<file path="src/sv/i2a_pkg.sv">
package i2a_pkg;

  localparam int VALUE_WIDTH = 32;
  localparam int IN_WIDTH = 32;
  localparam int NUM_CELLS = ((VALUE_WIDTH * 1233) >> 12) + 1;
  localparam int BIT_CNT_W = $clog2(VALUE_WIDTH);
  localparam int DIG_CNT_W = $clog2(NUM_CELLS + 1);

  localparam logic [7:0] CHAR_ZERO = 8'h30;
  localparam logic [7:0] CHAR_A = 8'h41;
  localparam logic [7:0] CHAR_MINUS = 8'h2D;
  localparam logic [3:0] DEC_LIMIT = 4'd10;
  localparam logic [3:0] DEC_ADJ_MIN = 4'd5;
  localparam logic [3:0] DEC_ADJ = 4'd3;

  typedef enum logic [1:0] {
    CELL_HOLD,
    CELL_CLEAR,
    CELL_CONVERT,
    CELL_SHIFT
  } cell_op_t;

  typedef struct packed {
    cell_op_t op;
    logic dec;
  } cell_ctrl_t;

  function automatic logic [7:0] digit_to_ascii(input logic [3:0] d);
    logic [7:0] res;
    if (d < DEC_LIMIT) begin
      res = CHAR_ZERO + {4'd0, d};
    end else begin
      res = CHAR_A + {4'd0, d - DEC_LIMIT};
    end
    return res;
  endfunction

endpackage

</file>
<file path="src/sv/integer_to_ascii_digits.sv">
// Binary to ASCII text converter, decimal or uppercase hexadecimal.
// Input: pulse start with value_bits, is_signed and radix_select while busy
// is low; the transaction is taken at that edge and busy rises next cycle.
// Output: characters on ascii_char, marked by char_valid, most significant
// first, one per cycle once the digits begin (the skip state lies between
// the '-' and the first digit); last_char marks the final character. A
// negative signed value gives a leading '-' and then the digits of its
// magnitude. Conversion runs through a row of 4-bit digit cells (shift and
// add-3 in decimal, plain nibble shift in hex): the value is shifted in bit
// by bit, the sign is sent if negative, up to 9 leading zero cells are
// skipped, and then the characters are emitted. Skipped cells and digit
// characters always add up to the 10 cells, whatever the digit count.
// The next start is taken once busy is low; the final character is still
// on the output for that one cycle.
// Reset (rst, synchronous) returns to idle and drops any pending text.
// The receiver cannot stall: each character is on the ports for one cycle.
module integer_to_ascii_digits (
  input  logic                         clk,
  input  logic                         rst,
  input  logic                         start,
  output logic                         busy,
  input  logic [i2a_pkg::IN_WIDTH-1:0] value_bits,
  input  logic                         is_signed,
  input  logic                         radix_select,
  output logic                         char_valid,
  output logic [7:0]                   ascii_char,
  output logic                         last_char
);

  localparam int W = i2a_pkg::VALUE_WIDTH;
  localparam int N = i2a_pkg::NUM_CELLS;

  typedef enum logic [2:0] {
    S_IDLE,
    S_CONVERT,
    S_SIGN,
    S_SKIP,
    S_EMIT
  } state_t;

  state_t state;
  logic [W-1:0] mag;
  logic [i2a_pkg::BIT_CNT_W-1:0] bit_cnt;
  logic [i2a_pkg::DIG_CNT_W-1:0] dig_cnt;
  logic negative;
  logic hex;

  logic [W-1:0] value;
  logic [W-1:0] value_mag;
  logic neg_in;
  logic accept;
  logic skip_zero;
  i2a_pkg::cell_ctrl_t ctrl;
  logic [3:0] cell_digit [N];
  logic cell_carry [N];
  logic [3:0] top_digit;

  assign value = value_bits[W-1:0];
  assign neg_in = is_signed & value[W-1];
  assign value_mag = neg_in ? (~value + {{(W-1){1'b0}}, 1'b1}) : value;
  assign busy = (state != S_IDLE);
  assign accept = start && !busy;
  assign top_digit = cell_digit[N-1];
  assign skip_zero = (top_digit == 4'd0) && (dig_cnt > i2a_pkg::DIG_CNT_W'(1));

  always_comb begin
    ctrl.dec = !hex;
    ctrl.op = i2a_pkg::CELL_HOLD;
    unique case (state)
      S_IDLE:    ctrl.op = accept ? i2a_pkg::CELL_CLEAR : i2a_pkg::CELL_HOLD;
      S_CONVERT: ctrl.op = i2a_pkg::CELL_CONVERT;
      S_SIGN:    ctrl.op = i2a_pkg::CELL_HOLD;
      S_SKIP:    ctrl.op = skip_zero ? i2a_pkg::CELL_SHIFT : i2a_pkg::CELL_HOLD;
      S_EMIT:    ctrl.op = i2a_pkg::CELL_SHIFT;
      default:   ctrl.op = i2a_pkg::CELL_HOLD;
    endcase
  end

  for (genvar i = 0; i < N; i++) begin : g_cell
    if (i == 0) begin : g_first
      i2a_cell u_cell (
        .clk       (clk),
        .ctrl      (ctrl),
        .shift_in  (mag[W-1]),
        .digit_in  (4'd0),
        .digit     (cell_digit[i]),
        .carry_out (cell_carry[i])
      );
    end else begin : g_rest
      i2a_cell u_cell (
        .clk       (clk),
        .ctrl      (ctrl),
        .shift_in  (cell_carry[i-1]),
        .digit_in  (cell_digit[i-1]),
        .digit     (cell_digit[i]),
        .carry_out (cell_carry[i])
      );
    end
  end

  always_ff @(posedge clk) begin
    if (rst) begin
      state <= S_IDLE;
      char_valid <= 1'b0;
      last_char <= 1'b0;
    end else begin
      char_valid <= 1'b0;
      last_char <= 1'b0;
      unique case (state)
        S_IDLE: begin
          if (accept) begin
            mag <= value_mag;
            negative <= neg_in;
            hex <= radix_select;
            bit_cnt <= i2a_pkg::BIT_CNT_W'(W - 1);
            state <= S_CONVERT;
          end
        end
        S_CONVERT: begin
          mag <= {mag[W-2:0], 1'b0};
          bit_cnt <= bit_cnt - i2a_pkg::BIT_CNT_W'(1);
          dig_cnt <= i2a_pkg::DIG_CNT_W'(N);
          if (bit_cnt == '0) begin
            state <= negative ? S_SIGN : S_SKIP;
          end
        end
        S_SIGN: begin
          char_valid <= 1'b1;
          ascii_char <= i2a_pkg::CHAR_MINUS;
          state <= S_SKIP;
        end
        S_SKIP: begin
          if (skip_zero) begin
            dig_cnt <= dig_cnt - i2a_pkg::DIG_CNT_W'(1);
          end else begin
            state <= S_EMIT;
          end
        end
        S_EMIT: begin
          char_valid <= 1'b1;
          ascii_char <= i2a_pkg::digit_to_ascii(top_digit);
          last_char <= (dig_cnt == i2a_pkg::DIG_CNT_W'(1));
          dig_cnt <= dig_cnt - i2a_pkg::DIG_CNT_W'(1);
          if (dig_cnt == i2a_pkg::DIG_CNT_W'(1)) begin
            state <= S_IDLE;
          end
        end
        default: state <= S_IDLE;
      endcase
    end
  end

  a_valid_src: assert property (@(posedge clk) disable iff (rst)
    char_valid |-> ($past(state) == S_SIGN || $past(state) == S_EMIT))
    else $error("character strobe outside sign or emit");

  a_last_valid: assert property (@(posedge clk) disable iff (rst)
    last_char |-> char_valid)
    else $error("last marker without character");

  a_last_idle: assert property (@(posedge clk) disable iff (rst)
    (char_valid && last_char) |-> !busy)
    else $error("still busy after last character");

  a_accept_busy: assert property (@(posedge clk) disable iff (rst)
    accept |=> busy)
    else $error("busy did not rise after start");

  a_emit_cnt: assert property (@(posedge clk) disable iff (rst)
    (state == S_EMIT) |-> (dig_cnt != '0))
    else $error("emit with no digits left");

endmodule

</file>
<file path="src/sv/i2a_cell.sv">
module i2a_cell (
  input  logic                clk,
  input  i2a_pkg::cell_ctrl_t ctrl,
  input  logic                shift_in,
  input  logic [3:0]          digit_in,
  output logic [3:0]          digit,
  output logic                carry_out
);

  logic [3:0] adjusted;

  always_comb begin
    if (ctrl.dec && digit >= i2a_pkg::DEC_ADJ_MIN) begin
      adjusted = digit + i2a_pkg::DEC_ADJ;
    end else begin
      adjusted = digit;
    end
  end

  assign carry_out = adjusted[3];

  always_ff @(posedge clk) begin
    unique case (ctrl.op)
      i2a_pkg::CELL_HOLD:    digit <= digit;
      i2a_pkg::CELL_CLEAR:   digit <= 4'd0;
      i2a_pkg::CELL_CONVERT: digit <= {adjusted[2:0], shift_in};
      i2a_pkg::CELL_SHIFT:   digit <= digit_in;
      default:               digit <= digit;
    endcase
  end

endmodule

</file>
<file path="config.mk">
export PLATFORM = sky130hd
export DESIGN_NAME = integer_to_ascii_digits
export DESIGN_NICKNAME = d
export VERILOG_FILES = /design/src/sv/i2a_pkg.sv /design/src/sv/integer_to_ascii_digits.sv /design/src/sv/i2a_cell.sv
export SDC_FILE = /design/constraint.sdc
export NUM_CORES = 1
export LEC_CHECK = 0
export BUFFER_PORTS_ARGS = -buffer_cell sky130_fd_sc_hd__buf_2
export CORE_ASPECT_RATIO = 1.25
export CORE_MARGIN = 4
export CORE_UTILIZATION = 52
export DETAILED_ROUTE_END_ITERATION = 12
export PLACE_DENSITY = 0.71
export SYNTH_ARGS = -nofsm -noshare
export SYNTH_HDL_FRONTEND = slang
export SYNTH_SLANG_ARGS = --single-unit
</file>
<file path="constraint.sdc">
create_clock -name clk -period 4.7 [get_ports clk]
set_input_delay 0.235 -clock clk [delete_from_list [all_inputs] [get_ports clk]]
set_output_delay 0.235 -clock clk [all_outputs]
set_load 0.005 [all_outputs]
</file>
==> flow_metrics.py <==
metrics = {
    "worst_hold_path": {
        "hold_path.class": "in2reg",
    },
    "layout": {
        "n_antenna_cell": 0,
        "nFillCells": 908,
        "multiInputGateArea_um2": 2714,
        "ff_latch_area_um2": 2803,
        "nets": 670,
        "final_layout_size_suffix_gt1_share_pct": 13.24,
        "area_growth_syn_to_layout_pct": 11.74,
        "fin_util_pct": 59.85,
    },
    "floorplan": {
        "die-width_um": 101.8,
        "core_um2": 10670,
        "ios": 48,
        "rows": 42,
        "die-area_um2": 12740,
        "start_util_pct": 53.57,
        "die_h_um": 125.2,
    },
    "logic_synthesis": {
        "synth.cell_area_um2": 5714,
        "yosysTopAreaCell": "edfxtp_1",
        "avgSynthCellArea_um2": 9.990,
        "synthCells": 572,
        "yosys-top-cells-count": "90 x edfxtp_1, 59 x nand2_1, 55 x nor2_1",
        "syn-num-nets": 635,
        "ys.flop_type": "edfxtp_1",
        "yosysSeqAreaShare_pct": 49.05,
        "synth-edff-count": 90,
        "ys_seq_elements": 95,
        "synth_top_area_share_pct": 47.30,
        "synthArstFlopShare_pct": 0,
        "yosys.cell_count.top_type": "edfxtp_1",
        "ys_types": 51,
        "synthTopCellsByArea": "edfxtp_1 47%, ha_1 5.7%, xnor2_1 5.4%",
        "yosys_warnings": 0,
    },
    "grt": {
        "grt_max_degree": 59,
        "grt-busiest-layer": "met2",
        "use_met1_pct": 23.10,
        "grt.met3_usage_pct": 3.398,
        "use_met2_pct": 32.01,
        "grt_pass1_vias": 4301,
        "antenna_found_initial": 0,
        "overflow": 0,
        "grt_pass1_wl_mm": 19.38,
        "grt_usage_pct": 18.77,
    },
    "timing": {
        "finalCritPeriodShare_pct": 67.04,
        "slew_violations": 0,
        "clock_skew_ns": 0.005993,
        "worst_pin_slew_ns": 1.005,
        "setup-tns-final_ns": 0,
        "relSlewSlack_pct": 32.84,
        "max_clock_freq_mhz": 317.4,
        "setup_violations": 0,
        "rsz0062_at_grt": "false",
        "hold_viol": 0,
        "fin_crit_ns": 3.151,
        "fin_ws_ns": 1.549,
    },
    "critical_path": {
        "arrival_ns": 3.23,
        "crit_path_max_incr_delay_ns": 0.70,
        "start_kind": "register",
        "cp_num_buf_inv": 3,
        "worstSetupPathType": "reg2reg",
        "cp-end-kind": "register",
        "path_max_fanout": 36,
        "cp_top_family": "simple AND/OR/NAND/NOR gates",
        "crit_required_ns": 4.78,
        "crit_path_frequent_cell": "buf_4",
        "path_cells": "inv_1 > ha_1 > nor2_1 > o311ai_1 > o21ai_2 > buf_4 > or3_1 > buf_4",
        "critPathSlowestCell": "or3_1",
    },
    "run_status": {
        "status": "complete, no violations",
    },
    "place": {
        "hpwl_mm": 7.785,
        "dp_slack_ns": 1.588,
        "finalWeightedCongestion": 0.8100,
        "io_buffers": 46,
    },
    "route": {
        "drc": 0,
        "vias_per_cell": 5.683,
        "drtIter0Drc": 257,
        "drt-total-wl_mm": 11.09,
        "vias": 4228,
        "wl_per_cell_um": 14.91,
        "drtAntennaViolNets": 0,
        "dr.pass1.iters": 5,
    },
    "clock_network": {
        "post_cts_buffers": 0,
        "clock_latency_ns": 0.35,
        "cts_hold_buffers": 0,
        "tritoncts": "yes",
        "ctsRootBufferMaster": "clkbuf_16",
        "cts_buffers": 9,
        "cts.repair.resized": 0,
        "path_clk_slew_ns": 0.07,
        "clk_path_buf_depth": 2,
        "cts.sinks": 95,
        "htreeDepth": 3,
    },
    "flow_run": {
        "drv_cap": 0,
    },
    "power": {
        "p_leak_nw": 2.342,
        "power_mw": 2.204,
        "vdd_drop_max_mv": 0.1861,
        "power_per_cell_area_nw_per_um2": 345.1,
    },
}
-- sequential cells by signal (all words and copies together) (netlist names) --
signal                       cells
negative                         1
bit_cnt                          5
g_cell.g_first.u_cell.digit      4
last_char                        1
hex                              1
g_cell.g_rest.u_cell.digit      36
char_valid                       1
ascii_char                       7
mag                             32
dig_cnt                          4
state                            3
-- layout make-up --
| type | instances | area share (%) |
|---|---|---|
| Inverter | 30 | 1.764 |
| Tap cell | 132 | 2.587 |
| Multi-Input combinational cell | 420 | 42.50 |
| Clock inverter | 6 | 1.470 |
| Timing Repair Buffer | 51 | 4.194 |
| Sequential cell | 95 | 43.90 |
| Clock buffer | 10 | 3.586 |
-- cell usage in the layout, fill, tap and decap left out, types with 10 or more instances in the layout --
cell type,count
xor2_1,21
o21ai_0,46
nor3_1,16
ha_1,26
edfxtp_1,90
buf_2,46
nor2_1,55
a21oi_1,45
xnor2_1,35
o21ai_1,15
a22o_1,10
inv_1,30
nand2_1,59
nand2b_1,12
-- final timing paths --
kind                      from                                to  slack (ns)  cells past startpoint
setup reg to reg    dig_cnt[0]  g_cell[4].g_rest.u_cell.digit[2]        1.55                      8
hold / removal    radix_select                               hex        0.06                      1
hold reg to reg        mag[15]                           mag[16]        0.53                      2
setup / recovery    dig_cnt[0]  g_cell[4].g_rest.u_cell.digit[2]        1.55                      8
-- routing by layer --
metal | vias to the layer above | routed length (µm)
met5 | - | 0
met2 | 89 | 5755
met4 | 0 | 218
met3 | 15 | 392
met1 | 2001 | 4727
li1 | 2123 | -
-- report_power, final --
| group | internal [mW] | total [mW] | switching, mW |
|---|---|---|---|
| logic | 0.142 | 0.340 | 0.198 |
| clock network | 0.470 | 0.785 | 0.315 |
| registers | 1.02 | 1.08 | 0.0583 |
-- logic make-up after synthesis --
logic type               after synthesis  synth area share (%)
AND/OR/NAND/NOR                      179                 15.83
AO/OA/AOI/OAI                        149                 15.39
flip-flops                            95                 49.05
buffers and inverters                 57                 3.810
XOR/XNOR                              56                 8.583
adder cells (fa/ha/maj)               26                 5.693
multiplexers                           9                 1.577
other                                  1               0.06563
-- stage by stage --
step / cells / cell area [µm²] / hold WS (ns)
after CTS: 744 / 6385 / 0.05392
final: 744 / 6385 / 0.06359
after detailed placement: 728 / 6062 / 0.4199
after floorplan: 572 / 5714 / 0.3339
after global placement: 728 / 6062 / 0.4142
after global routing: 744 / 6385 / 0.06024
(Power assumes the default switching activity.)
